--- src/hdl/sem_pkg.sv ---
// ----------------------------------------------------------------------------
// sem_pkg
// shared types and constants of the sobel edge magnitude block
// ----------------------------------------------------------------------------
package sem_pkg;

   localparam int MAX_WIDTH  = 4096;
   localparam int MAX_HEIGHT = 4096;
   localparam int MIN_DIM    = 3;

   localparam int DIM_W   = 13;
   localparam int COORD_W = $clog2(MAX_WIDTH);
   localparam int PIX_W   = 8;
   localparam int SUMSQ_W = 21;
   localparam int ROOT_W  = 8;
   localparam int STEP_W  = $clog2(ROOT_W);

   localparam logic [DIM_W-1:0] WIDTH_RESET  = DIM_W'(640);
   localparam logic [DIM_W-1:0] HEIGHT_RESET = DIM_W'(480);

   localparam logic CSR_FRAME_WIDTH  = 1'b0;
   localparam logic CSR_FRAME_HEIGHT = 1'b1;

   typedef enum logic [1:0] {
      ST_IDLE,
      ST_READ,
      ST_ROOT
   } state_type;

   typedef struct packed {
      logic busy;
      logic done;
   } root_status_type;

   function automatic logic [DIM_W-1:0] clamp_dim(input logic [DIM_W-1:0] value,
                                                  input logic [DIM_W-1:0] upper);
      logic [DIM_W-1:0] result;
      result = value;
      if (value < DIM_W'(MIN_DIM)) begin
         result = DIM_W'(MIN_DIM);
      end else if (value > upper) begin
         result = upper;
      end
      return result;
   endfunction

endpackage

--- src/hdl/sem_grad.sv ---
// ----------------------------------------------------------------------------
// sem_grad
// 3x3 window columns and sobel gradient, gx squared plus gy squared
// ----------------------------------------------------------------------------
module sem_grad
   import sem_pkg::*;
(
   input  logic               clock,
   input  logic               reset,
   input  logic               shift_en,
   input  logic [PIX_W-1:0]   top,
   input  logic [PIX_W-1:0]   mid,
   input  logic [PIX_W-1:0]   bot,
   output logic [SUMSQ_W-1:0] sumsq
);

   logic [PIX_W-1:0] win_ff [6];
   logic [PIX_W-1:0] win_in [6];

   logic [PIX_W+1:0]  right_sum, left_sum, lower_sum, upper_sum;
   logic signed [PIX_W+2:0] gx, gy;
   logic signed [2*PIX_W+5:0] gx_sq, gy_sq;

   always_comb begin
      win_in = win_ff;
      if (shift_en) begin
         win_in[0] = win_ff[3];
         win_in[1] = win_ff[4];
         win_in[2] = win_ff[5];
         win_in[3] = top;
         win_in[4] = mid;
         win_in[5] = bot;
      end
   end

   always_ff @(posedge clock) begin
      if (reset) begin
         for (int i = 0; i < 6; i++) begin
            win_ff[i] <= '0;
         end
      end else begin
         win_ff <= win_in;
      end
   end

   // left column tl ml bl, middle column tm - bm
   always_comb begin
      right_sum = (PIX_W+2)'(top) + {1'b0, mid, 1'b0} + (PIX_W+2)'(bot);
      left_sum  = (PIX_W+2)'(win_ff[0]) + {1'b0, win_ff[1], 1'b0} + (PIX_W+2)'(win_ff[2]);
      lower_sum = (PIX_W+2)'(win_ff[2]) + {1'b0, win_ff[5], 1'b0} + (PIX_W+2)'(bot);
      upper_sum = (PIX_W+2)'(win_ff[0]) + {1'b0, win_ff[3], 1'b0} + (PIX_W+2)'(top);
      gx = $signed({1'b0, right_sum}) - $signed({1'b0, left_sum});
      gy = $signed({1'b0, lower_sum}) - $signed({1'b0, upper_sum});
      gx_sq = gx * gx;
      gy_sq = gy * gy;
      sumsq = gx_sq[SUMSQ_W-1:0] + gy_sq[SUMSQ_W-1:0];
   end

endmodule

--- config.mk ---
export PLATFORM = sky130hd
export DESIGN_NAME = sem_grad
export DESIGN_NICKNAME = d
export VERILOG_FILES = /design/src/hdl/sem_pkg.sv /design/src/hdl/sem_grad.sv
export SDC_FILE = /design/constraint.sdc
export NUM_CORES = 1
export LEC_CHECK = 0
export BUFFER_PORTS_ARGS = -buffer_cell sky130_fd_sc_hd__buf_2
export CORE_UTILIZATION = 55
export CTS_CLUSTER_SIZE = 25
export DETAILED_ROUTE_END_ITERATION = 10
export PLACE_DENSITY_LB_ADDON = 0.2
export RECOVER_POWER = 100
export SLEW_MARGIN = 20
export SYNTH_ARGS = -nofsm -noshare
export SYNTH_HDL_FRONTEND = slang
export SYNTH_SLANG_ARGS = --single-unit
--- constraint.sdc ---
create_clock -name clock -period 36 [get_ports clock]
set_input_delay 7.2 -clock clock [delete_from_list [all_inputs] [get_ports clock]]
set_output_delay 7.2 -clock clock [all_outputs]
set_load 0.01 [all_outputs]
==> metrics.md <==
| Metric | Value |
|---|---|
| Status | finished with violations |
| Failing checks | capacitance limit, slew limit |
| Max stage delay on crit path | 0.86 ns |
| Die span in y | about 150 um |
| Post-DR wirelength/cell | 14.6 um |
| Area taken by multi-input logic gates | 9650 sq um |
| H-tree depth | 2 |
| Hold Buf Count CTS | 0 |
| Post-synth top area share | 0.469 |
| All-Layer GR Usage | 0.236 |
| Slew HR | -1.22 |
| TritonCTS Buffers | 5 |
| Worst path arrival time | 17.34 ns |
| Clock tree root driver cell | clkbuf_16 |
| Post-CTS sizing | 0 |
| Most frequent cells in the layout | 380 x inv_1, 286 x fa_1, 99 x ha_1, 77 x nor2_1, 62 x nand2_1 |
| Sequential share of the synthesized area | 0.0786 |
| Fmax | about 40 MHz |
| Worst setup path class | input port to output port |
| Ys async rst share | 0 |
| Initial core utilization | 0.560 |
| Design Area, Final | 12900 sq um |
| Fin. max-slew vios | between 40 and 50 |
| Clock latency on the worst-skew pair | 0.28 ns |
| Mapped cell area | 12200 sq um |
| Die X | 151 um |
| Setup violations, final | 0 |
| Area leader, netlist | fa_1 |
| Post-Layout Cell Count | about 1.6k |
| RSZ-0062 raised after global routing | false |
| Most flops, register | win_ff |
| Max-Cap Viols | 1 |
| Shortest period the worst path allows | 24.54 ns |
| Gr ovfl total | 0 |
| Primary FF master, synth | dfxtp_1 |
| Hold Path Class | flop to flop |
| CP Launch Type | input port |
| Fin Setup TNS | 0 ns |
| Max FFs per register | 48 |
| Initial antenna violation count | 0 |
| Top cell by count, worst path | fa_1 |
| Syn Area/Cell | 9.59 sq um |
| Die Footprint | 22800 sq um |
| Seq cells post-synth | 48 |
| DRC | 0 |
| IO buf count | 47 |
| WL final | roughly 23 mm |
| Final Hold Viols | 0 |
| Critical path's top delay family | adder cells |
| Global-route wire length before repair | between 40 and 50 mm |
| Clk_skew | ~0.0053 ns |
| Top flop regs | win_ff: 48 flops |
| Yosys warnings | 0 |
| Cell Area, Placed | 12700 sq um |
| 1st-pass router iterations | 5 |
| Vias in the first global route | approximately 8.9k |
| Clk slew on worst S/H paths | 0.07 ns |
| Fill count | 1947 |
| Period Utilization, post-route | 0.682 |
| FF+latch area | 961 sq um |
| Gpl congestion | 0.854 |
| Max clock buf depth | 2 |
| Crit-path slowest cell | a2111oi_0 |
| Commonest non-fill, non-tap cell in the layout | inv_1 |
| CP Max Fanout | 14 |
| TritonCTS clock tree | yes |
| Vias per cell | 5.07 |
| Largest net degree at the start of global routing | 49 |
| Worst-Margin Slew | 3.33 ns |
| Pre-CTS setup slack | ~12 ns |
| Core area | 21800 sq um |
| Final nets | 1712 |
| Synth Net Count | 1686 |
| Post CTS Setup Buffer Count | 0 |
| Crit path buffers/inverters | 9 |
| DR vias | 8009 |
| CP Capture Type | output port |
| Num ports | 48 |
| Dpl cells | around 1.6k |
| Synth-to-layout area growth | 5.16% |
| Final antenna-violating net count | 0 |
| Post-synthesis cell count | around 1.3k |
| Synth top area cells | fa_1 47%, inv_1 12%, ha_1 10%, dfxtp_1 7.9%, mux2i_1 3.9% |
| Worst Path Required | just under 30 ns |
| EDFF count, synth | 0 |
| Clock Sinks | 48 |
| Initial DRC count | 404 |
| N_diodes | 0 |
| Core Rows | 54 |
| HPWL Detailed | 20.3 mm |
| Ratio of cells with drive above 1 in the final layout | 0.0477 |
| Final worst slack | roughly 11 ns |
| Cell variety after synth | 58 |
-- synthesized netlist by cell type, drive strengths merged (3+ instances only) --
library cell,instances
or2,3
nand3,10
nor3,4
a21o,12
or3b,3
xor2,12
inv,381
ha,99
o21a,10
buf,11
clkbuf,25
xnor2,34
dfxtp,48
mux2i,48
nor2,77
fa,286
a2111oi,5
nand2,62
o21ai,20
o21bai,10
nor2b,8
and2,26
and3,17
a211oi,5
a21oi,27
nand2b,4
-- cells by family after synthesis --
kind of cell / share of synthesized area
buffers and inverters: 0.131
adder cells (fa/ha/maj): 0.570
AND/OR/NAND/NOR: 0.0855
AO/OA/AOI/OAI: 0.0616
multiplexers: 0.0402
flip-flops: 0.0786
XOR/XNOR: 0.0330
-- metrics by stage --
stage / hold slack (ns) / utilization
2_1_floorplan: 0.460 / -
3_3_place_gp: 0.473 / 0.582
3_5_place_dp: 0.482 / 0.582
4_1_cts: 0.498 / 0.590
5_1_grt: 0.527 / 0.589
6_report: 0.495 / 0.589
-- layer usage --
metal,up-vias,wire [um],global-route usage
met1,4009,9940,0.312
met5,-,0,0
met4,0,475,0.0490
li1,3811,-,-
met3,32,908,0.0268
met2,157,11800,0.419
-- worst paths after layout --
| kind | from | end | slack, ns | cells after the start |
|---|---|---|---|---|
| max | top[0] | sumsq[17] | 11.46 | 33 |
| min | win_ff[39]$_SDFFE_PP0P_ | win_ff[39]$_SDFFE_PP0P_ | 0.49 | 2 |
| max reg2reg | win_ff[40]$_SDFFE_PP0P_ | win_ff[40]$_SDFFE_PP0P_ | 35.25 | 2 |
| min reg2reg | win_ff[39]$_SDFFE_PP0P_ | win_ff[39]$_SDFFE_PP0P_ | 0.49 | 2 |
-- worst min-delay path: stages, from the launching register on --
cell and delay [ns]:
dfxtp_1 0.33, mux2i_1 0.06, nor2_1 0.07
-- final cells by class --
class                   instances  area share
repair buffers                 55      0.0210
flip-flops and latches         48      0.0748
clock inverters                 2     0.00302
clock buffers                   6      0.0108
well taps                     280      0.0273
inverters                     383       0.112
multi-input cells             807       0.751
Power is not shown: default switching activity piles up to over one toggle a cycle in this logic, so the estimate is an artifact.
