## src/hdl/sem_pkg.sv

```systemverilog
// ----------------------------------------------------------------------------
// sem_pkg
// shared types and constants of the sobel edge magnitude block
// ----------------------------------------------------------------------------
package sem_pkg;

   localparam int MAX_WIDTH  = 4096;
   localparam int MAX_HEIGHT = 4096;
   localparam int MIN_DIM    = 3;

   localparam int DIM_W   = 13;
   localparam int COORD_W = $clog2(MAX_WIDTH);
   localparam int PIX_W   = 8;
   localparam int SUMSQ_W = 21;
   localparam int ROOT_W  = 8;
   localparam int STEP_W  = $clog2(ROOT_W);

   localparam logic [DIM_W-1:0] WIDTH_RESET  = DIM_W'(640);
   localparam logic [DIM_W-1:0] HEIGHT_RESET = DIM_W'(480);

   localparam logic CSR_FRAME_WIDTH  = 1'b0;
   localparam logic CSR_FRAME_HEIGHT = 1'b1;

   typedef enum logic [1:0] {
      ST_IDLE,
      ST_READ,
      ST_ROOT
   } state_type;

   typedef struct packed {
      logic busy;
      logic done;
   } root_status_type;

   function automatic logic [DIM_W-1:0] clamp_dim(input logic [DIM_W-1:0] value,
                                                  input logic [DIM_W-1:0] upper);
      logic [DIM_W-1:0] result;
      result = value;
      if (value < DIM_W'(MIN_DIM)) begin
         result = DIM_W'(MIN_DIM);
      end else if (value > upper) begin
         result = upper;
      end
      return result;
   endfunction

endpackage

```

## src/hdl/sem_isqrt.sv

```systemverilog
// ----------------------------------------------------------------------------
// sem_isqrt
// iterative floor square root, one result bit per cycle, saturates at 255
// ----------------------------------------------------------------------------
module sem_isqrt
   import sem_pkg::*;
(
   input  logic               clock,
   input  logic               reset,
   input  logic               start,
   input  logic [SUMSQ_W-1:0] value,
   output root_status_type    status,
   output logic [ROOT_W-1:0]  root
);

   logic [2*ROOT_W-1:0] value_ff, value_in;
   logic [ROOT_W-1:0]   root_ff, root_in;
   logic [STEP_W-1:0]   step_ff, step_in;
   logic                busy_ff, busy_in;
   logic                sat_ff, sat_in;
   logic [ROOT_W-1:0]   trial;
   logic [2*ROOT_W-1:0] trial_sq;

   always_comb begin
      value_in = value_ff;
      root_in  = root_ff;
      step_in  = step_ff;
      busy_in  = busy_ff;
      sat_in   = sat_ff;
      trial    = root_ff | (ROOT_W'(1) << step_ff);
      trial_sq = (2*ROOT_W)'(trial) * (2*ROOT_W)'(trial);
      if (start) begin
         value_in = value[2*ROOT_W-1:0];
         sat_in   = |value[SUMSQ_W-1:2*ROOT_W];
         root_in  = '0;
         step_in  = STEP_W'(ROOT_W-1);
         busy_in  = 1'b1;
      end else if (busy_ff) begin
         if (trial_sq <= value_ff) begin
            root_in = trial;
         end
         if (step_ff == '0) begin
            busy_in = 1'b0;
         end else begin
            step_in = step_ff - STEP_W'(1);
         end
      end
   end

   always_ff @(posedge clock) begin
      if (reset) begin
         busy_ff <= 1'b0;
      end else begin
         busy_ff <= busy_in;
      end
      value_ff <= value_in;
      root_ff  <= root_in;
      step_ff  <= step_in;
      sat_ff   <= sat_in;
   end

   assign status.busy = busy_ff;
   assign status.done = !busy_ff;
   assign root = sat_ff ? '1 : root_ff;

endmodule

```

## config.mk

```make
export PLATFORM = sky130hd
export DESIGN_NAME = sem_isqrt
export DESIGN_NICKNAME = d
export VERILOG_FILES = /design/src/hdl/sem_pkg.sv /design/src/hdl/sem_isqrt.sv
export SDC_FILE = /design/constraint.sdc
export NUM_CORES = 1
export LEC_CHECK = 0
export ABC_AREA = 1
export BUFFER_PORTS_ARGS = -buffer_cell sky130_fd_sc_hd__buf_2
export CAP_MARGIN = 10
export CORE_MARGIN = 3
export CORE_UTILIZATION = 40
export DETAILED_ROUTE_END_ITERATION = 10
export HOLD_SLACK_MARGIN = 0.02
export SLEW_MARGIN = 20
export SYNTH_ARGS = -nofsm -noshare
export SYNTH_HDL_FRONTEND = slang
export SYNTH_SLANG_ARGS = --single-unit
export TNS_END_PERCENT = 10
```

## constraint.sdc

```tcl
create_clock -name clock -period 14.35 [get_ports clock]
set_clock_uncertainty 0.1 [all_clocks]
set_input_delay 2.87 -clock clock [delete_from_list [all_inputs] [get_ports clock]]
set_output_delay 2.87 -clock clock [all_outputs]
set_load 0.1 [all_outputs]
```

==> results.toml, run 1 <==
[run_status]
status = "complete, no violations"

[clocking]
cts-root-buf = "clkbuf_8"
clockBufferDepth = 2
cts_tree = "yes"
clk_latency_ns = 0.28
ctsHoldBuffers = 0
postCtsSetupRepairBufs = 0
htree_levels = 2
cts_resized = 0
clock-sinks = 29
clkTransAtPathRegs_ns = 0.07
cts_buffers = 5

[setup_path]
critPathTopFamily = "adder cells"
r2r_slack_ns = 8.46
path_buf_inv = 7
start_kind = "flip-flop"
cpMaxStageDelayCell = "fa_1"
cpMostUsedCell = "nand2_1"
worstSetupPathType = "flip-flop to flip-flop"
critPathRequiredTime_ns = 14.42
arrival_ns = 5.96
critPathMaxStageDelay_ns = 0.56
setup.worst_path.end_class = "flip-flop"
critPathMaxFanout = 8

[placement]
numPortBuffers = 33
place_hpwl_um = 5267
pre_cts_ws_ns = 8.441
globalplace.congestion = 0.8186

[power]
switchingPower_uw = 78.59
p_seq_share_pct = 39.5
p_leak_uw = 0.002089
internal_power_uw = 163.1
switching_share_pct = 32.52
p_per_area_nw_per_um2 = 67.11
peakVddDrop_mv = 0.07514
p_comb_share_pct = 26.0
clkPwrFrac_pct = 34.5

[timing]
rsz0062_at_grt = "false"
hold_viol_final = 0
setup_viol = 0
slew_viol_final = 0
tns_ns = 0
setup_slack_ns = 8.464
period_needed_ns = 5.886
fmax_mhz = 169.9
fin_crit_sh_pct = 41.02

[logic_synthesis]
seq_area_frac_synth_pct = 23.36
async_flop_share_pct = 0
synth_edf_count = 17
syn_nets = 507
synth_area_leaders = "ha_1 (18%), edfxtp_1 (16%), fa_1 (16%)"
synth_ff_type = "edfxtp_1"
synth_top_cell_by_area = "ha_1"
synth_top_area_share_pct = 18.30
synthCells = 411
ys_types = 28
synth_area_um2 = 3214
synth_most_common_cell = "inv_1"
ys_ff_latch = 29
syn_area_per_cell_um2 = 7.821
yosys_warnings = 0
synth_common_cells = "inv_1 (108), nand2_1 (94), ha_1 (47), a21oi_1 (31), fa_1 (25)"

[detailed_routing]
drt_iter0_markers = 98
routed_wirelength_um = 6166
drtPass1Iterations = 4
vias_per_cell = 4.579
num_vias = 2523
wl_per_cell_um = 11.19
drc_errors = 0
postRouteAntennaNets = 0

[grt]
grt_max_degree = 20
grt_pass1_vias = 2490
grt_usage_pct = 15.07
antenna_found_initial = 0
grt_overflow = 0
grt_pass1_wl_um = 10830

[layout]
drive_gt1_share_pct = 11.36
seqCellArea_um2 = 750.7
finish.utilization_pct = 46.36
nets = 544
multi_input_area_um2 = 2023
n_antenna_cell = 0
fillers = 800
syn_to_final_growth_pct = 12.03

[floorplan]
start_util_pct = 41.38
die_w_um = 95.64
io_pins = 34
fp-row-count = 32
die-area_um2 = 9147
core_um2 = 7767
dieHeight_um = 95.64

[hold_path]
hp-class = "flip-flop to flip-flop"

[job]
maxCapViolCount = 0
-- state kept, by name, summed over array words and instances, names as in the netlist --
register	cells
busy_ff	1
step_ff	3
value_ff	16
root_ff	8
sat_ff	1
-- logic make-up after synthesis --
| kind of cell | after synthesis | share of synthesized area, % |
|---|---|---|
| buf+inv | 116 | 13.70 |
| flops | 29 | 23.36 |
| xor+xnor | 16 | 4.360 |
| other cells | 2 | 0.2336 |
| compound gates | 46 | 8.331 |
| fa+ha+maj | 72 | 33.87 |
| simple gates | 130 | 16.15 |
-- placed cells by master (no fill, tap or decap), drive strengths merged --
cell type / netlist / routed
ha: 47 / 47
o21ai: 10 / 10
bufinv: 0 / 1
nor2: 17 / 17
clkbuf: 1 / 5
clkinv: 0 / 1
clkinvlp: 0 / 1
fa: 25 / 25
nor3: 3 / 3
xnor2: 7 / 7
nand4: 2 / 2
nand3b: 1 / 1
inv: 113 / 113
nand2: 96 / 96
o21a: 1 / 1
buf: 2 / 33
nand3: 11 / 11
a21oi: 33 / 33
xor2: 9 / 9
edfxtp: 17 / 17
o21bai: 2 / 2
conb: 2 / 2
dfxtp: 12 / 12
-- final cells by class --
class,instances,share of cell area [%]
clock inverters,3,1.147
flip-flops and latches,29,20.85
clock buffers,5,1.911
inverters,113,11.78
multi-input cells,266,56.18
repair buffers,33,4.587
well taps,102,3.544
-- tightest hold or removal path, stage by stage, from the launching register on --
cell     delay, ns
dfxtp_1       0.31
inv_1         0.06
a21oi_1       0.06
-- final timing paths --
| path | cells past startpoint | start | endpoint |
|---|---|---|---|
| hold reg to reg | 2 | root_ff[1] | root_ff[1] |
| hold / removal | 2 | root_ff[1] | root_ff[1] |
| setup reg to reg | 30 | step_ff[0] | root_ff[5] |
| setup / recovery | 30 | step_ff[0] | root_ff[5] |
-- power by group through the flow --
| stage | sequential, uW | combinational, uW | clock [uW] |
|---|---|---|---|
| 3_5_place_dp | 97.3 | 63.4 | 0 |
| 6_report | 95.5 | 62.9 | 83.3 |
| 3_3_place_gp | 97.1 | 62.8 | 0 |
| 2_1_floorplan | 96.8 | 49.2 | 0 |
| 5_1_grt | 96.0 | 71.0 | 90.5 |
| 4_1_cts | 95.5 | 63.7 | 85.7 |
-- metrics by stage --
step | hold WS, ns | instances | total power [uW] | cell area [um^2]
floorplan | 0.3451 | 411 | 146.0 | 3214
global placement | 0.3592 | 543 | 159.9 | 3491
detailed placement | 0.3584 | 543 | 160.7 | 3491
CTS | 0.3687 | 551 | 244.9 | 3601
global route | 0.4142 | 551 | 257.5 | 3601
finish | 0.3715 | 551 | 241.6 | 3601
-- layer usage --
layer | global-route usage [%] | share of wire [%] | vias up
met1 | 19.70 | 47 | 1151
met3 | 2.368 | 4.0 | 9
met5 | 0 | 0 | -
met2 | 25.42 | 48 | 46
li1 | - | - | 1317
met4 | 4.739 | 1.7 | 0
No activity file was read; power rests on OpenSTA's default activity.
==> inputs of run 2 (changes only) <==
- clock period: 14.35 -> 5.66 ns (I/O delays scaled with it)
==> run 2 against run 1 <==
- wire length is 1.6% higher
- utilization is 3.0 points higher
- via count is 2.0% higher
- sequential power grew to 2.5 times the previous value
- flip-flop and latch count unchanged
- critical path depth shrank 3
- final area rose by 6.5%
- combinational power rose to 2.8 times the previous value
- hold slack better by 0.0086 ns
==> results.toml, run 2 (synthesis results as in run 1) <==
[run_status]
status = "complete, no violations"

[setup_path]
crit_cells = 27
cpMaxStageDelayCell = "fa_1"
critPathMaxStageDelay_ns = 0.54
critPathTopFamily = "adder cells"
start_kind = "flip-flop"
setup.worst_path.end_class = "flip-flop"
critPathMaxFanout = 8
arrival_ns = 5.41
worstSetupPathType = "flip-flop to flip-flop"
critPathRequiredTime_ns = 5.76
rr_worst_depth = 27
path_buf_inv = 5

[timing]
whs_ns = 0.3801
period_needed_ns = 5.305
hold_viol_final = 0
tns_ns = 0
setup_viol = 0
fin_crit_sh_pct = 93.72
fmax_mhz = 188.5
slew_viol_final = 0

[grt]
grt_usage_pct = 15.15
antenna_found_initial = 0
grt_pass1_vias = 2539
grt_overflow = 0
grt_pass1_wl_um = 10960
grt_max_degree = 20

[layout]
top_regs = "value_ff x16, root_ff x8, step_ff x3"
fillers = 787
finalNonFillerCells = 569
nets = 562
final_common_cell = "inv_1"
largest-register = "value_ff"
final_cell_mix = "inv_1 (105), nand2_1 (91), ha_1 (42), buf_2 (33), fa_1 (25)"
n_antenna_cell = 0
largest_reg_flops = 16
fin_area_um2 = 3836
drive_gt1_share_pct = 20.77
syn_to_final_growth_pct = 19.35

[floorplan]
io_pins = 34
start_util_pct = 41.38
die_w_um = 95.64
core_um2 = 7767
dieHeight_um = 95.64
die-area_um2 = 9147
fp-row-count = 32

[detailed_routing]
num_vias = 2574
drtPass1Iterations = 4
drt_iter0_markers = 70
postRouteAntennaNets = 0
routed_wirelength_um = 6266
wl_per_cell_um = 11.01
vias_per_cell = 4.524
drc_errors = 0

[power]
p_per_area_nw_per_um2 = 150.2
p_leak_uw = 0.002167
peakVddDrop_mv = 0.1962
finalPower_uw = 576.2

[placement]
numPortBuffers = 33
globalplace.congestion = 0.8616
place_hpwl_um = 5348
dp_cells = 559
dpl-instance-area_um2 = 3611

[clocking]
cts_buffers = 5
cts-root-buf = "clkbuf_8"
htree_levels = 2
cts_tree = "yes"
clkTransAtPathRegs_ns = 0.06
clock-sinks = 29
ctsHoldBuffers = 0
clockBufferDepth = 2
clk_latency_ns = 0.28

[hold_path]
whs_path_depth = 2
hp-class = "flip-flop to flip-flop"

[job]
maxCapViolCount = 0
run 2: what timing repair did:
| item | in CTS | in global routing |
|---|---|---|
| endpoints found under the setup margin | 8 | 8 |
| pin swaps | 1 | 3 |
| resized for setup | 2 | 37 |
| setup buffers | 0 | 2 |
| cloned | 0 | 0 |
run 2: path summary, 6_finish.rpt:
kind              start    endpoint  slack, ns
max          step_ff[1]  root_ff[0]       0.36
min          root_ff[1]  root_ff[1]       0.38
max reg2reg  step_ff[1]  root_ff[0]       0.36
min reg2reg  root_ff[1]  root_ff[1]       0.38
run 2: where the power goes:
part | total, uW | switching [uW] | leakage (uW) | internal [uW]
registers | 242 | 5.55 | 0.000264 | 237
clock network | 158 | 75.8 | 0.0000430 | 82.5
logic | 175 | 118 | 0.00186 | 57.3
total | 576 | 199 | 0.00217 | 377
run 2: layer usage:
layer	global-route usage [%]	part of all wire, %	vias up	wire length [um]
li1	-	-	1357	-
met4	2.844	0.78	0	49
met2	25.30	48	36	3034
met1	21.13	48	1175	3016
met5	0	0	-	0
met3	1.973	2.6	6	165
run 2: worst reg2reg max path, cell delays in order (launching register included):
cell	delay, ns
dfxtp_4	0.36
inv_1	0.10
ha_2	0.21
nand2_1	0.10
nand2_4	0.11
nand2_1	0.08
fa_1	0.49
inv_1	0.08
fa_1	0.51
fa_1	0.54
inv_1	0.05
fa_1	0.53
inv_1	0.06
ha_4	0.29
nand2_1	0.12
o21ai_2	0.18
nand2_1	0.07
nand3_1	0.09
xor2_1	0.07
ha_1	0.29
nand2_1	0.08
nor2_2	0.14
inv_1	0.05
nor2_1	0.13
nand4_1	0.10
nand2_2	0.11
nand2_4	0.09
a21oi_1	0.14
run 2: through the flow:
step,utilization (%),setup slack [ns]
floorplan,-,0.2951
global placement,46.49,0.04401
detailed placement,46.49,-0.02175
CTS,47.58,0.004272
global route,49.39,-0.01464
finish,49.39,0.3553
run 2: final cells by class:
class	instances	area, um^2	area share (%)
Multi-Input combinational cell	266	2143	55.87
Sequential cell	29	759.5	19.80
Inverter	113	424.2	11.06
Timing Repair Buffer	51	300.3	7.828
Tap cell	102	127.6	3.327
Clock buffer	5	68.82	1.794
Clock inverter	3	12.51	0.3262
